--- src/sv/hbs_pkg.sv ---
package hbs_pkg;

    // Store geometry. The store is addressed as {row, column}.
    localparam int MAX_ROWS    = 256;
    localparam int MAX_COLUMNS = 256;
    localparam int ROW_BITS    = $clog2(MAX_ROWS);
    localparam int COL_BITS    = $clog2(MAX_COLUMNS);
    localparam int ADDR_BITS   = ROW_BITS + COL_BITS;

    // Field widths.
    localparam int COUNT_BITS  = 9;
    localparam int SAMPLE_BITS = 8;
    localparam int LOW_BITS    = 9;
    localparam int COORD_BITS  = 20;
    localparam int HEIGHT_BITS = 16;

    // One grid cell spans ten world units in Q.8, that is 10 << 8.
    localparam int CELL_SPAN   = 2560;
    localparam int CELL_SHIFT  = 8;
    localparam int POS_BITS    = 22;
    localparam int GRID_BITS   = 20;
    localparam int TENTH_BITS  = GRID_BITS - CELL_SHIFT;
    localparam int FRAC_BITS   = 12;

    // Division by ten as a multiply by a reciprocal; exact for dividends below 16384.
    localparam int RECIP10       = 3277;
    localparam int RECIP10_SHIFT = 15;
    localparam int PROD10_BITS   = 24;

    // The blend divisor 51200 is 25 << 11; division by 25 is exact below 2**20.
    localparam int BLEND_SHIFT   = 11;
    localparam int RECIP25       = 1342178;
    localparam int RECIP25_SHIFT = 25;
    localparam int SCALE_BITS    = 41;
    localparam int QUOT_BITS     = SCALE_BITS - RECIP25_SHIFT;

    localparam int HALF_BITS     = 10;
    localparam int HALF_OFFSET   = 10;
    localparam int WEIGHT_BITS   = 24;
    localparam int ACC_BITS      = 32;
    localparam int HEIGHT_LIMIT  = 2 ** (HEIGHT_BITS - 1);

    localparam int LOWEST_RESET  = 256;
    localparam int COUNT_RESET   = 256;

    // Blend sequencing: four corner reads, then drain steps up to SUM_LAST that empty the pipeline.
    localparam int STEP_BITS     = 3;
    localparam int CORNERS       = 4;
    localparam int SUM_LAST      = 5;

    // Configuration register indexes.
    localparam int CFG_INDEX_BITS = 1;
    localparam logic [CFG_INDEX_BITS-1:0] REG_ROW_COUNT    = 1'b0;
    localparam logic [CFG_INDEX_BITS-1:0] REG_COLUMN_COUNT = 1'b1;

    localparam logic MODE_LOAD  = 1'b0;
    localparam logic MODE_QUERY = 1'b1;

    typedef struct packed {
        logic                          mode;
        logic                          start_of_map;
        logic [7:0]                    grid_row;
        logic [7:0]                    grid_column;
        logic [SAMPLE_BITS-1:0]        sample_value;
        logic signed [COORD_BITS-1:0]  query_x;
        logic signed [COORD_BITS-1:0]  query_z;
    } in_word_t;

    typedef struct packed {
        logic signed [HEIGHT_BITS-1:0] height;
        logic                          outside;
    } out_word_t;

    typedef struct packed {
        logic [ROW_BITS-1:0]  iz;
        logic [COL_BITS-1:0]  ix;
        logic [FRAC_BITS-1:0] fz;
        logic [FRAC_BITS-1:0] fx;
    } cell_t;

    typedef struct packed {
        logic load;
        logic recip;
        logic frac;
    } coord_ctrl_t;

    typedef struct packed {
        logic       clear;
        logic       weight_en;
        logic       mul_en;
        logic       acc_en;
        logic       scale_en;
        logic [1:0] corner;
    } blend_ctrl_t;

    typedef enum logic [5:0] {
        ST_IDLE  = 6'b000001,
        ST_RECIP = 6'b000010,
        ST_FRAC  = 6'b000100,
        ST_SUM   = 6'b001000,
        ST_SCALE = 6'b010000,
        ST_DONE  = 6'b100000
    } state_t;

endpackage

--- src/sv/hbs_blend_unit.sv ---
module hbs_blend_unit (
    input  logic                                   aclk,
    input  hbs_pkg::blend_ctrl_t                   ctrl,
    input  hbs_pkg::cell_t                         grid_cell,
    input  logic [hbs_pkg::SAMPLE_BITS-1:0]        sample,
    input  logic [hbs_pkg::LOW_BITS-1:0]           lowest,
    output logic signed [hbs_pkg::HEIGHT_BITS-1:0] height
);

    logic [hbs_pkg::FRAC_BITS-1:0]         ex;
    logic [hbs_pkg::FRAC_BITS-1:0]         ez;
    logic [hbs_pkg::FRAC_BITS-1:0]         wa;
    logic [hbs_pkg::FRAC_BITS-1:0]         wb;
    logic signed [hbs_pkg::HALF_BITS-1:0]  half_h;
    logic [hbs_pkg::ACC_BITS-1:0]          mag;
    logic [hbs_pkg::QUOT_BITS-1:0]         quot;
    logic [hbs_pkg::WEIGHT_BITS-1:0]       w_reg;
    logic signed [hbs_pkg::ACC_BITS-1:0]   prod_reg;
    logic signed [hbs_pkg::ACC_BITS-1:0]   acc_reg;
    logic [hbs_pkg::SCALE_BITS-1:0]        scale_reg;
    logic                                  neg_reg;

    assign ex = hbs_pkg::FRAC_BITS'(hbs_pkg::CELL_SPAN) - grid_cell.fx;
    assign ez = hbs_pkg::FRAC_BITS'(hbs_pkg::CELL_SPAN) - grid_cell.fz;
    assign wa = ctrl.corner[1] ? grid_cell.fx : ex;
    assign wb = ctrl.corner[0] ? grid_cell.fz : ez;

    // Sample height in half units: sample minus the map minimum minus ten.
    assign half_h = hbs_pkg::HALF_BITS'(sample) - hbs_pkg::HALF_BITS'(lowest)
                  - hbs_pkg::HALF_BITS'(hbs_pkg::HALF_OFFSET);

    // Truncation toward zero is done on the magnitude, then the sign is restored.
    assign mag  = acc_reg[hbs_pkg::ACC_BITS-1] ? $unsigned(-acc_reg) : $unsigned(acc_reg);
    assign quot = scale_reg[hbs_pkg::SCALE_BITS-1:hbs_pkg::RECIP25_SHIFT];

    always_comb begin
        if (neg_reg) begin
            if (hbs_pkg::QUOT_BITS'(hbs_pkg::HEIGHT_LIMIT) < quot) begin
                height = hbs_pkg::HEIGHT_BITS'(hbs_pkg::HEIGHT_LIMIT);
            end else begin
                height = hbs_pkg::HEIGHT_BITS'(-quot);
            end
        end else begin
            if (quot >= hbs_pkg::QUOT_BITS'(hbs_pkg::HEIGHT_LIMIT)) begin
                height = hbs_pkg::HEIGHT_BITS'(hbs_pkg::HEIGHT_LIMIT - 1);
            end else begin
                height = $signed(quot);
            end
        end
    end

    always_ff @(posedge aclk) begin
        if (ctrl.weight_en) begin
            w_reg <= hbs_pkg::WEIGHT_BITS'(wa) * hbs_pkg::WEIGHT_BITS'(wb);
        end
        if (ctrl.mul_en) begin
            prod_reg <= hbs_pkg::ACC_BITS'(half_h)
                      * hbs_pkg::ACC_BITS'($signed({1'b0, w_reg}));
        end
        if (ctrl.clear) begin
            acc_reg <= '0;
        end else if (ctrl.acc_en) begin
            acc_reg <= acc_reg + prod_reg;
        end
        if (ctrl.scale_en) begin
            neg_reg   <= acc_reg[hbs_pkg::ACC_BITS-1];
            scale_reg <= hbs_pkg::SCALE_BITS'(mag[hbs_pkg::ACC_BITS-2:hbs_pkg::BLEND_SHIFT])
                       * hbs_pkg::SCALE_BITS'(hbs_pkg::RECIP25);
        end
    end

endmodule

--- config.mk ---
export PLATFORM = sky130hd
export DESIGN_NAME = hbs_blend_unit
export DESIGN_NICKNAME = d
export VERILOG_FILES = /design/src/sv/hbs_pkg.sv /design/src/sv/hbs_blend_unit.sv
export SDC_FILE = /design/constraint.sdc
export NUM_CORES = 2
export LEC_CHECK = 0
export ABC_AREA = 1
export BUFFER_PORTS_ARGS = -buffer_cell sky130_fd_sc_hd__clkbuf_2
export CAP_MARGIN = 20
export CORE_ASPECT_RATIO = 0.5
export CORE_MARGIN = 2
export CORE_UTILIZATION = 65
export CTS_CLUSTER_SIZE = 12
export DETAILED_ROUTE_END_ITERATION = 8
export PLACE_DENSITY = 0.86
export SLEW_MARGIN = 0
export SYNTH_ARGS = -nofsm -noshare
export SYNTH_HDL_FRONTEND = slang
export SYNTH_SLANG_ARGS = --single-unit
--- constraint.sdc ---
create_clock -name aclk -period 21 [get_ports aclk]
set_input_delay 2.1 -clock aclk [delete_from_list [all_inputs] [get_ports aclk]]
set_output_delay 2.1 -clock aclk [all_outputs]
set_load 0.05 [all_outputs]
# ---- Word level (Yosys, flattened, before mapping)
# Index checks and enable logic that the tools add are counted.
# Widths: inputs -> output; s select.
dict set report word_totals {
  reg_bits 129
  input_bits 65
}
dict set report op_classes {
  add_sub_neg 7
  multipliers 3
  order_cmp 2
  mux 6
}
# operator count
set ops {}
lappend ops {{$mux 16} 3}
lappend ops {{$mul 20x20->40 const B} 1}
lappend ops {{$add 32x32->32} 1}
lappend ops {{$mul 10x25->32} 1}
lappend ops {{$mux 31} 1}
lappend ops {{$neg 31->31} 1}
lappend ops {{$mul 12x12->24} 1}
lappend ops {{$mux 12} 2}
lappend ops {{$sub 12x12->12 const A} 2}
lappend ops {{$ge 16x16->1 const B} 1}
lappend ops {{$lt 16x16->1 const A} 1}
lappend ops {{$neg 16->16} 1}
lappend ops {{$sub 10x4->10 const B} 1}
lappend ops {{$sub 8x9->10} 1}

# ---- Longest topological paths before layout
dict set report logic_depth {
  depth_word 3
  ltp_mapped 38
  ltp_nobuf 38
}

# ---- Worst setup path after synthesis
# OpenSTA, ideal clock, no wires.
dict set report synth_timing {
  path_type {input port to flip-flop}
  from {input sample[1] in the netlist's numbering}
  to {register prod_reg[24] in the netlist's numbering, data pin}
  setup_time_ns 0.258
  t_arrival_ns 8.102
  path_slack_ns 12.640
  path_stages 35
  path_cell_list {inv_1 -> ha_1 -> inv_1 -> ha_1 -> inv_1 -> fa_1 -> inv_1 -> nand2_1 -> nand3_1 -> o21ai_2 -> o21ai_1 -> nand2_1 -> nand2_1 -> a21oi_1 -> xor2_1 -> buf_4 -> inv_2 -> buf_2 -> nor2_1 -> fa_1 -> fa_1 -> fa_1 -> fa_1 -> inv_1 -> fa_1 -> inv_1 -> ha_1 -> nand2_1 -> nor2_1 -> nand4_1 -> o211ai_2 -> a31oi_1 -> o21bai_2 -> a21oi_1 -> xnor2_1}
}
dict set report synth_between {
  elab_chain_cells 3
}
# element line
set synth_rtl {}
lappend synth_rtl {{start, declared} hbs_blend_unit.sv:5} ;# input logic [hbs_pkg::SAMPLE_BITS-1:0] sample,
lappend synth_rtl {{$sub 8x9->10} hbs_blend_unit.sv:29} ;# assign half_h = hbs_pkg::HALF_BITS'(sample) - hbs_pkg::HALF_BITS'(lowest)
lappend synth_rtl {{$sub 10x4->10} hbs_blend_unit.sv:30} ;# - hbs_pkg::HALF_BITS'(hbs_pkg::HALF_OFFSET);
lappend synth_rtl {{$mul 10x25->32} hbs_blend_unit.sv:58} ;# * hbs_pkg::ACC_BITS'($signed({1'b0, w_reg}));
lappend synth_rtl {{end signal, assigned} hbs_blend_unit.sv:57} ;# prod_reg <= hbs_pkg::ACC_BITS'(half_h)
lappend synth_rtl {{end, declared} hbs_blend_unit.sv:18} ;# logic signed [hbs_pkg::ACC_BITS-1:0] prod_reg;
# No other way between the ends.
# A chain may end at the register's enable or synchronous reset.

# ---- Worst setup path after layout
dict set report layout_timing {
  from {input sample[1] in the netlist's numbering}
  to {register prod_reg[28] in the netlist's numbering, data pin}
}
# Same word-level chain as after synthesis.

==> impl_metrics.ini <==
[cells_and_area]
nets = 4267
area_growth_pct = 4.51
drive_gt1_frac = 0.0433
nFillCells = 3085
stdcell_area_um2 = 28300
layout_commonest_cell = inv_1
diodes = 0
final_cell_mix = 849 x inv_1, 534 x nand2_1, 421 x fa_1

[setup_path]
slowest_stage = xor2_1
critPathKind = in -> reg
crit_top_cell = inv_1
max_stage_delay_ps = 690
required_ps = 21140
startpoint_type = input port
worst-path-max-fanout = 16
crit_path_end_kind = flip-flop
reg2reg_depth = 31
cp_data_arrival_time_ps = 9550

[timing]
clock_skew_ps = 19.0
fmax_ghz = 0.106
slew_headroom = 0.255
fin_crit_ps = 9420
setup_tns_ps = 0
worst_pin_slew_ps = 1110
timing.final.crit_share = 0.448
rsz0062_at_grt = false
final-hold-violation-count = 0
holdWs_ps = 551
setup_violations = 0
report.final.slew_viol_count = 0

[synth]
ys_warn_count = 0
synthDistinctLibCells = 57
syn_nets = 4226
ys.flop_type = edfxtp_1
synth_seq_cells = 105
synth-edff-count = 73
yosysSeqAreaShare = 0.105
synthArstFlopShare = 0
synth.avg_cell_area_um2 = 8.12
synth_area_um2 = 27000
syn_inst = 3328

[clock_network]
cts_buffers = 9
cts_resized = 0
cts_tree = built
worstSkewPairLatency_ps = 390
root_buffer = clkbuf_16
cts_sinks = 105
ctsHtreeMaxLevel = 3
post_cts_buffers = 0
clk_pin_slew_ps = 70
cts_hold_buffers = 0
clockBufferDepth = 2

[floorplanning]
ios = 81
die_area_um2 = 43300
core_um2 = 40700
initial_utilization = 0.664
die_w_um = 292
die_h_um = 148
rows = 52

[flow_run]
drv_cap = 0

[drt]
drt_first_iter_violations = 1378
drc_errors = 0
viasPerCell = 5.55
wl_per_cell_um = 16.1
antenna_left = 0
dr.pass1.iters = 6
wirelength_um = 63200
vias = 21713

[grt]
antenna_found_initial = 0
grt.busiest_layer = met2
grt_pass1_vias = 22744
overflow = 0
grt_max_degree = 39
use_met3 = 0.0406
grt_pass1_wl_um = 104000
gr-usage-met2 = 0.567
grtUsageTotal = 0.301
grt_use_met1 = 0.344

[worst_hold_path]
min_delay_path_depth = 2
hp-class = reg -> reg

[placement]
gp_congestion = 0.943
place_area_um2 = 28000
dpl.hpwl_um = 53800
numPortBuffers = 64

[status]
status = completed
==> through the flow <==
stage,util,worst slack (ps),std cells
3_5_place_dp,0.686,11340,3898
6_report,0.694,11580,3914
4_1_cts,0.694,11740,3914
3_3_place_gp,0.686,11490,3897
2_1_floorplan,-,12640,3328
5_1_grt,0.694,11390,3914
==> cells in the mapped netlist (10+ instances only) <==
cell type  number  area, um2
inv_1         849       3190
fa_1          421       8430
nand3_1        67        335
a21o_1         12       90.1
o21ai_0       111        556
xor2_1         78        683
nand2_1       534       2000
clkbuf_1       45        169
nor3_1         20        100
dfxtp_1        32        641
o21ai_1        21        105
nand4_1        19        119
a21oi_1       159        796
xnor2_1        36        315
ha_1          412       5150
a31oi_1        10       62.6
edfxtp_1       73       2190
nor2_1        302       1130
==> metal layers <==
metal / up-vias / part of all wire
li1: 10309 / -
met1: 10403 / 0.39
met2: 792 / 0.51
met3: 209 / 0.059
met4: 0 / 0.043
met5: - / 0
==> cell type report <==
type | instances | area, um2 | share of cell area
inverters | 861 | 3230 | 0.114
repair buffers | 81 | 448 | 0.0159
well taps | 540 | 676 | 0.0239
multi-input cells | 2311 | 20800 | 0.735
clock inverters | 5 | 47.5 | 0.00168
clock buffers | 11 | 254 | 0.00899
flip-flops and latches | 105 | 2830 | 0.100
==> final timing paths <==
path,start,endpoint,slack (ps)
hold reg to reg,acc_reg[0]$_SDFFE_PP0P_,acc_reg[0]$_SDFFE_PP0P_,550
setup reg to reg,acc_reg[9]$_SDFFE_PP0P_,scale_reg[40]$_DFFE_PP_,13350
setup / recovery,sample[1],prod_reg[28]$_DFFE_PP_,11580
hold / removal,acc_reg[0]$_SDFFE_PP0P_,acc_reg[0]$_SDFFE_PP0P_,550
==> cells by family (layout without fill, tap and decap cells) <==
logic type	Yosys count	in the layout	share of synthesized area
and+or+nand+nor	986	986	0.149
buffers and inverters	912	958	0.127
xor gates and xnor gates	115	115	0.0375
AOI/OAI and AO/OA	377	377	0.0796
adders and majority gates	833	833	0.502
DFF	105	105	0.105
==> critical path, delay by kind of cell <==
family	cells	cell delay, ps
xor gates and xnor gates	2	760
buffers and inverters	8	960
and+or+nand+nor	8	1210
adders and majority gates	9	3710
AOI/OAI and AO/OA	4	810
Power is not shown: default switching activity piles up to over one toggle a cycle in this logic, so the estimate is an artifact.
