### src/sv/hbs_pkg.sv
package hbs_pkg;

    // Store geometry. The store is addressed as {row, column}.
    localparam int MAX_ROWS    = 256;
    localparam int MAX_COLUMNS = 256;
    localparam int ROW_BITS    = $clog2(MAX_ROWS);
    localparam int COL_BITS    = $clog2(MAX_COLUMNS);
    localparam int ADDR_BITS   = ROW_BITS + COL_BITS;

    // Field widths.
    localparam int COUNT_BITS  = 9;
    localparam int SAMPLE_BITS = 8;
    localparam int LOW_BITS    = 9;
    localparam int COORD_BITS  = 20;
    localparam int HEIGHT_BITS = 16;

    // One grid cell spans ten world units in Q.8, that is 10 << 8.
    localparam int CELL_SPAN   = 2560;
    localparam int CELL_SHIFT  = 8;
    localparam int POS_BITS    = 22;
    localparam int GRID_BITS   = 20;
    localparam int TENTH_BITS  = GRID_BITS - CELL_SHIFT;
    localparam int FRAC_BITS   = 12;

    // Division by ten as a multiply by a reciprocal; exact for dividends below 16384.
    localparam int RECIP10       = 3277;
    localparam int RECIP10_SHIFT = 15;
    localparam int PROD10_BITS   = 24;

    // The blend divisor 51200 is 25 << 11; division by 25 is exact below 2**20.
    localparam int BLEND_SHIFT   = 11;
    localparam int RECIP25       = 1342178;
    localparam int RECIP25_SHIFT = 25;
    localparam int SCALE_BITS    = 41;
    localparam int QUOT_BITS     = SCALE_BITS - RECIP25_SHIFT;

    localparam int HALF_BITS     = 10;
    localparam int HALF_OFFSET   = 10;
    localparam int WEIGHT_BITS   = 24;
    localparam int ACC_BITS      = 32;
    localparam int HEIGHT_LIMIT  = 2 ** (HEIGHT_BITS - 1);

    localparam int LOWEST_RESET  = 256;
    localparam int COUNT_RESET   = 256;

    // Blend sequencing: four corner reads, then drain steps up to SUM_LAST that empty the pipeline.
    localparam int STEP_BITS     = 3;
    localparam int CORNERS       = 4;
    localparam int SUM_LAST      = 5;

    // Configuration register indexes.
    localparam int CFG_INDEX_BITS = 1;
    localparam logic [CFG_INDEX_BITS-1:0] REG_ROW_COUNT    = 1'b0;
    localparam logic [CFG_INDEX_BITS-1:0] REG_COLUMN_COUNT = 1'b1;

    localparam logic MODE_LOAD  = 1'b0;
    localparam logic MODE_QUERY = 1'b1;

    typedef struct packed {
        logic                          mode;
        logic                          start_of_map;
        logic [7:0]                    grid_row;
        logic [7:0]                    grid_column;
        logic [SAMPLE_BITS-1:0]        sample_value;
        logic signed [COORD_BITS-1:0]  query_x;
        logic signed [COORD_BITS-1:0]  query_z;
    } in_word_t;

    typedef struct packed {
        logic signed [HEIGHT_BITS-1:0] height;
        logic                          outside;
    } out_word_t;

    typedef struct packed {
        logic [ROW_BITS-1:0]  iz;
        logic [COL_BITS-1:0]  ix;
        logic [FRAC_BITS-1:0] fz;
        logic [FRAC_BITS-1:0] fx;
    } cell_t;

    typedef struct packed {
        logic load;
        logic recip;
        logic frac;
    } coord_ctrl_t;

    typedef struct packed {
        logic       clear;
        logic       weight_en;
        logic       mul_en;
        logic       acc_en;
        logic       scale_en;
        logic [1:0] corner;
    } blend_ctrl_t;

    typedef enum logic [5:0] {
        ST_IDLE  = 6'b000001,
        ST_RECIP = 6'b000010,
        ST_FRAC  = 6'b000100,
        ST_SUM   = 6'b001000,
        ST_SCALE = 6'b010000,
        ST_DONE  = 6'b100000
    } state_t;

endpackage

### src/sv/hbs_coord_unit.sv
module hbs_coord_unit (
    input  logic                                  aclk,
    input  hbs_pkg::coord_ctrl_t                  ctrl,
    input  logic signed [hbs_pkg::COORD_BITS-1:0] query_x,
    input  logic signed [hbs_pkg::COORD_BITS-1:0] query_z,
    input  logic [hbs_pkg::COUNT_BITS-1:0]        row_count,
    input  logic [hbs_pkg::COUNT_BITS-1:0]        column_count,
    output hbs_pkg::cell_t                        grid_cell,
    output logic                                  outside
);

    function automatic logic signed [hbs_pkg::POS_BITS-1:0] grid_pos(
        input logic signed [hbs_pkg::COORD_BITS-1:0] q,
        input logic [hbs_pkg::COUNT_BITS-1:0]        count
    );
        logic [hbs_pkg::POS_BITS-1:0] offset;
        offset = hbs_pkg::POS_BITS'(count[hbs_pkg::COUNT_BITS-1:1])
               * hbs_pkg::POS_BITS'(hbs_pkg::CELL_SPAN);
        grid_pos = hbs_pkg::POS_BITS'(q) + $signed(offset);
    endfunction

    function automatic logic off_axis(
        input logic signed [hbs_pkg::POS_BITS-1:0] pos,
        input logic [hbs_pkg::COUNT_BITS-1:0]      count
    );
        logic [hbs_pkg::POS_BITS-1:0] limit;
        limit = (hbs_pkg::POS_BITS'(count) - hbs_pkg::POS_BITS'(1))
              * hbs_pkg::POS_BITS'(hbs_pkg::CELL_SPAN);
        off_axis = (count < hbs_pkg::COUNT_BITS'(2)) || pos[hbs_pkg::POS_BITS-1]
                || ($unsigned(pos) >= limit);
    endfunction

    logic signed [hbs_pkg::POS_BITS-1:0] gx;
    logic signed [hbs_pkg::POS_BITS-1:0] gz;
    logic [hbs_pkg::GRID_BITS-1:0]       pos_x_reg;
    logic [hbs_pkg::GRID_BITS-1:0]       pos_z_reg;
    logic                                outside_reg;
    logic [hbs_pkg::PROD10_BITS-1:0]     tenth_x_reg;
    logic [hbs_pkg::PROD10_BITS-1:0]     tenth_z_reg;
    logic [hbs_pkg::COL_BITS-1:0]        ix;
    logic [hbs_pkg::ROW_BITS-1:0]        iz;
    logic [hbs_pkg::GRID_BITS-1:0]       diff_x;
    logic [hbs_pkg::GRID_BITS-1:0]       diff_z;
    hbs_pkg::cell_t                      cell_reg;

    assign gx = grid_pos(query_x, column_count);
    assign gz = grid_pos(query_z, row_count);

    // The cell index is the quotient of the position by the span; the
    // fraction is what is left after subtracting index times span.
    assign ix = tenth_x_reg[hbs_pkg::RECIP10_SHIFT +: hbs_pkg::COL_BITS];
    assign iz = tenth_z_reg[hbs_pkg::RECIP10_SHIFT +: hbs_pkg::ROW_BITS];
    assign diff_x = pos_x_reg
                  - hbs_pkg::GRID_BITS'(ix) * hbs_pkg::GRID_BITS'(hbs_pkg::CELL_SPAN);
    assign diff_z = pos_z_reg
                  - hbs_pkg::GRID_BITS'(iz) * hbs_pkg::GRID_BITS'(hbs_pkg::CELL_SPAN);

    always_ff @(posedge aclk) begin
        if (ctrl.load) begin
            pos_x_reg   <= gx[hbs_pkg::GRID_BITS-1:0];
            pos_z_reg   <= gz[hbs_pkg::GRID_BITS-1:0];
            outside_reg <= off_axis(gx, column_count) || off_axis(gz, row_count);
        end
        if (ctrl.recip) begin
            tenth_x_reg <= hbs_pkg::PROD10_BITS'(pos_x_reg[hbs_pkg::GRID_BITS-1:hbs_pkg::CELL_SHIFT])
                         * hbs_pkg::PROD10_BITS'(hbs_pkg::RECIP10);
            tenth_z_reg <= hbs_pkg::PROD10_BITS'(pos_z_reg[hbs_pkg::GRID_BITS-1:hbs_pkg::CELL_SHIFT])
                         * hbs_pkg::PROD10_BITS'(hbs_pkg::RECIP10);
        end
        if (ctrl.frac) begin
            cell_reg.ix <= ix;
            cell_reg.iz <= iz;
            cell_reg.fx <= diff_x[hbs_pkg::FRAC_BITS-1:0];
            cell_reg.fz <= diff_z[hbs_pkg::FRAC_BITS-1:0];
        end
    end

    assign grid_cell = cell_reg;
    assign outside   = outside_reg;

endmodule

### config.mk
export PLATFORM = sky130hd
export DESIGN_NAME = hbs_coord_unit
export DESIGN_NICKNAME = d
export VERILOG_FILES = /design/src/sv/hbs_pkg.sv /design/src/sv/hbs_coord_unit.sv
export SDC_FILE = /design/constraint.sdc
export NUM_CORES = 1
export LEC_CHECK = 0
export BUFFER_PORTS_ARGS = -buffer_cell sky130_fd_sc_hd__buf_4
export CAP_MARGIN = 5
export CORE_ASPECT_RATIO = 1.1
export CORE_UTILIZATION = 45
export DETAILED_ROUTE_END_ITERATION = 10
export GPL_TIMING_DRIVEN = 0
export HOLD_SLACK_MARGIN = 0.06
export PLACE_DENSITY = 0.66
export SYNTH_ARGS = -nofsm -noshare
export SYNTH_HDL_FRONTEND = slang
export SYNTH_SLANG_ARGS = --single-unit
### constraint.sdc
create_clock -name aclk -period 5.4 [get_ports aclk]
set_input_delay 0.81 -clock aclk [delete_from_list [all_inputs] [get_ports aclk]]
set_output_delay 0.81 -clock aclk [all_outputs]
set_load 0.02 [all_outputs]
Yosys cells after proc, flatten, opt, wreduce, memory -nomap -nowiden. Cells that the tools add are included.

Add/subtract/negate cells: 6. Reduce and logical (&&, ||, !) cells: 5. Order comparisons: 4. $mul: 8.

Operators with widths (count): multiplier 12 x 12 -> 23 bit, second input constant (2); adder 20 x 21 -> 22 bit (2); greater-or-equal comparator 22 bit (2); multiplier 22 x 3 -> 13 bit, second input constant (2); subtractor 12 bit (2); multiplier 8 x 3 -> 11 bit, second input constant (2); subtractor 9 x 1 -> 10 bit, second input constant (2); less-than comparator 9 x 2 -> 1 bit, second input constant (2); multiplier 8 x 3 -> 3 bit, second input constant (2); logical OR 1 bit (5).

Output and inout port bits: 41. Word-level logic and storage cells: 32. Input port bits: 62. Register bits after elaboration: 127.

Longest topological paths before layout.
Word-level depth: 5. Depth in mapped cells: 23. Gate-level depth less buffers: 23.

Worst setup path after synthesis. OpenSTA, ideal clock, no wires.

Kind: input to register. Start point: input port row_count[2] in the netlist's numbering. End point: register outside_reg, in the netlist outside, data pin. Stages: 22. Library setup time: 0.265 ns. Required time: 5.135 ns. Arrival: 4.828 ns. Setup slack: 0.306 ns. Buffers on the path: 0. Cells stage by stage: ha_1 -> ha_1 -> fa_1 -> a21oi_1 -> nor2_1 -> nor2_1 -> o21bai_1 -> a21oi_1 -> xnor2_1 -> ha_1 -> inv_1 -> a21oi_1 -> o21ai_0 -> or4b_1 -> o211ai_1 -> ha_1 -> a211oi_1 -> nand2_1 -> a311oi_1 -> nand4_1 -> a211o_1 -> or3_1.

Word-level cells in the longest chain between the ends: 5. Elaborated cells between the ends (all ways): 9. Classes of those cells: add/sub: 2; mul: 2; order compare: 2; reduce/logical: 3.

Ends and longest elaborated chain: start: declaration (line hbs_coord_unit.sv:6) `input logic [hbs_pkg::COUNT_BITS-1:0] row_count,`; subtractor 9 x 1 -> 10 bit or multiplier 8 x 3 -> 11 bit (tied branches) (line hbs_coord_unit.sv:27, hbs_coord_unit.sv:18); multiplier 22 x 3 -> 13 bit or adder 20 x 21 -> 22 bit (tied branches) (line hbs_coord_unit.sv:28, hbs_coord_unit.sv:19); greater-or-equal comparator 22 bit or logical OR 1 bit (tied branches) (line hbs_coord_unit.sv:30, hbs_coord_unit.sv:29); logical OR 1 bit * (line hbs_coord_unit.sv:30) `|| ($unsigned(pos) >= limit);`; logical OR 1 bit * (line hbs_coord_unit.sv:62) `outside_reg <= off_axis(gx, column_count) || off_axis(gz, row_count);`; end signal: assignment (line hbs_coord_unit.sv:62); end: declaration (line hbs_coord_unit.sv:37) `logic outside_reg;`.

Every way passes the cells marked *; elsewhere a longest branch is shown, timed or not. A chain may end at the register's enable or synchronous reset.

Worst setup path after layout. Same ends and word-level chain as after synthesis.

==> results.yml <==
timing:
  worst_slew_pin_slew_ns: 0.540
  fin_crit_sh_pct: 95.4
  hold_violations: 0
  setup_viol: 0
  slew_headroom_pct: 64.0
  worst_clock_skew_ns: 0.0157
  timing.hold.ws_ns: 0.421
  report.final.slew_viol_count: 0
  min_period_ns: 5.15
  max_clock_freq_mhz: 194
grt:
  antenna_found_initial: 0
  overflow: 0
  grt_pass1_vias: 7913
  grt_usage_pct: 18.1
  grt_pass1_wl_mm: 37.2
  grt_max_degree: 42
final_layout:
  stdcell_count: 1456
  fin_util_pct: 52.1
  drive_gt1_share_pct: 12.0
  area_growth_pct: 13.1
  fill_cells: 2153
  n_antenna_cell: 0
  largest_reg_flops: 40
  nets: 1563
  final_area_um2: 12800
cts:
  clockBufferDepth: 2
  cts.clk_slew.worst_paths_ns: 0.07
  insertion_delay_ns: 0.36
  cts_sinks: 97
  cts_buffers: 9
  cts_tree: "yes"
  cts_root_buffer: "clkbuf_16"
  h-tree-depth: 3
synth:
  netlist_instances: 1027
  synth.largest_area_cell: "ha_1"
  yosysUniqueCellTypes: 58
  synth-warning-count: 0
  synth_edf_count: 97
  synth.avg_cell_area_um2: 11.0
  synthArstFlopShare_pct: 0
  synth.ff_latch_count: 97
  synthesis.area_um2: 11300
  netlist.area_leader.share_pct: 30.5
  synthTopCellsByArea: "ha_1, edfxtp_1, fa_1"
  synthesis.nets: 1449
  synth_ff_type: "edfxtp_1"
  seq_area_frac_synth_pct: 25.8
placed_design:
  dpl_cell_area_um2: 12500
  dp_cells: 1439
  gp_congestion: 0.828
  portBuffers: 102
  dpl.hpwl_mm: 18.9
worst_setup_path:
  path_cells: "buf_4, ha_1, ha_2, fa_2, a21oi_2, nor2_1, nor2_1, o21bai_1, a21oi_2, xnor2_1, ha_1, inv_2, a21oi_2, o21ai_1, or4b_1, o211ai_1, ha_1, buf_4, o211ai_1, nor3_1, a311oi_2, nand4_1, a211o_1, or3_1"
  cp-start-kind: "primary input"
  endpoint_kind: "register"
  crit_path_top_delay_cell: "or4b_1"
  critical_path.top_delay_family: "adder cells"
  critical_path.max_stage_delay_ns: 0.48
  cp.buffers_inverters: 3
  rrSetupSlack_ns: 0.42
  worstSetupPathType: "primary input to register"
  cp.required_ns: 5.50
  cp_max_fo: 6
  cp_data_arrival_time_ns: 5.25
die:
  die_h_um: 168
  pin_count: 103
  initial_core_util_pct: 46.1
  row_count: 60
  die_x_um: 153
  core_area_um2: 24500
  die_area_um2: 25800
detailed_routing:
  vias: 7517
  ant_nets: 0
  drc: 1
  drt_wl_total_mm: 22.0
  drtPass1Iterations: 9
  viasPerCell: 5.16
  wl_per_cell_um: 15.1
  drt_first_iter_violations: 293
run:
  drv_cap: 0
outcome:
  violations: "DRC"
  status: "finished, violations left"
worst_hold_path:
  hold_class: "register to register"
==> kinds of logic (layout without fill, tap and decap cells) <==
| group | Yosys count | count (layout) | synth area share (%) |
|---|---|---|---|
| adders and majority gates | 360 | 360 | 45.4 |
| buffers and inverters | 171 | 290 | 5.68 |
| AOI/OAI and AO/OA | 164 | 164 | 9.99 |
| and+or+nand+nor | 149 | 149 | 6.47 |
| DFF | 97 | 97 | 25.8 |
| xor gates and xnor gates | 84 | 84 | 6.51 |
| muxes | 2 | 2 | 0.177 |
==> per-stage QoR <==
stage,TNS (ns),worst slack (ns)
2_1_floorplan,0,0.306
3_3_place_gp,-0.363,-0.363
3_5_place_dp,-0.367,-0.367
4_1_cts,0,0.0303
5_1_grt,-0.00118,-0.00118
6_report,0,0.250
==> cell usage after synthesis (9+ instances only) <==
cell type  instances
nor2_1            47
o21bai_1           9
a21oi_1           53
nand2_1           28
xor2_1            30
inv_1            171
fa_1              84
xnor2_1           54
a21o_1            13
ha_1             276
edfxtp_1          97
o21ai_0           32
nand3_1           12
nor3_1            15
==> worst paths after layout <==
path                               startpoint               to  depth (start not counted)
worst max-delay path             row_count[2]          outside                         24
worst min-delay path             pos_x_reg[7]     grid_cell[7]                          0
worst max register to register  pos_x_reg[11]  tenth_x_reg[22]                         16
worst min register to register   pos_x_reg[7]     grid_cell[7]                          0
==> placed cells by master (no fill, tap or decap), types with 3 or more instances in the layout <==
| cell | n |
|---|---|
| edfxtp_1 | 97 |
| clkbuf_16 | 9 |
| xnor2_1 | 54 |
| inv_1 | 170 |
| or4_1 | 3 |
| ha_1 | 275 |
| nand2b_1 | 6 |
| nor4_1 | 6 |
| nand4_1 | 6 |
| nor2_1 | 47 |
| nor2b_1 | 6 |
| o31ai_1 | 3 |
| o21ai_0 | 31 |
| o21bai_1 | 9 |
| a211oi_1 | 4 |
| a21o_1 | 13 |
| nor3_1 | 15 |
| and2_1 | 5 |
| xor2_1 | 30 |
| o211ai_1 | 5 |
| o21a_1 | 8 |
| nand4b_1 | 3 |
| buf_4 | 103 |
| a31oi_1 | 6 |
| nand3_1 | 12 |
| a21oi_2 | 4 |
| or3_1 | 5 |
| fa_1 | 83 |
| a21oi_1 | 49 |
| nand2_1 | 28 |
==> layer usage <==
layer | track usage, % | routed length, µm | up-vias
met1 | 23.5 | 10700 | 3540
li1 | - | - | 3849
met4 | 4.52 | 272 | 0
met2 | 31.8 | 10400 | 110
met3 | 2.29 | 702 | 18
met5 | 0 | 0 | -
==> area by class of cell <==
type / instances / area, µm² / area share [%]
repair buffers: 103 / 773 / 6.05
flip-flops and latches: 97 / 2910 / 22.8
clock buffers: 9 / 225 / 1.76
multi-input cells: 759 / 7780 / 60.8
clock inverters: 7 / 63.8 / 0.499
well taps: 310 / 388 / 3.03
inverters: 171 / 642 / 5.02
==> what timing repair did <==
item                       4_1_cts  5_1_grt
setup endpoints to repair        1        1
resized for setup                1        8
hold endpoints to repair         0        0
hold buffers                     0        0
setup buffers                    0        1
pin swaps                        0        5
Power is left out: the tool's default activity adds up to more than one toggle a clock period on the data nets, which glitch-free logic cannot reach.
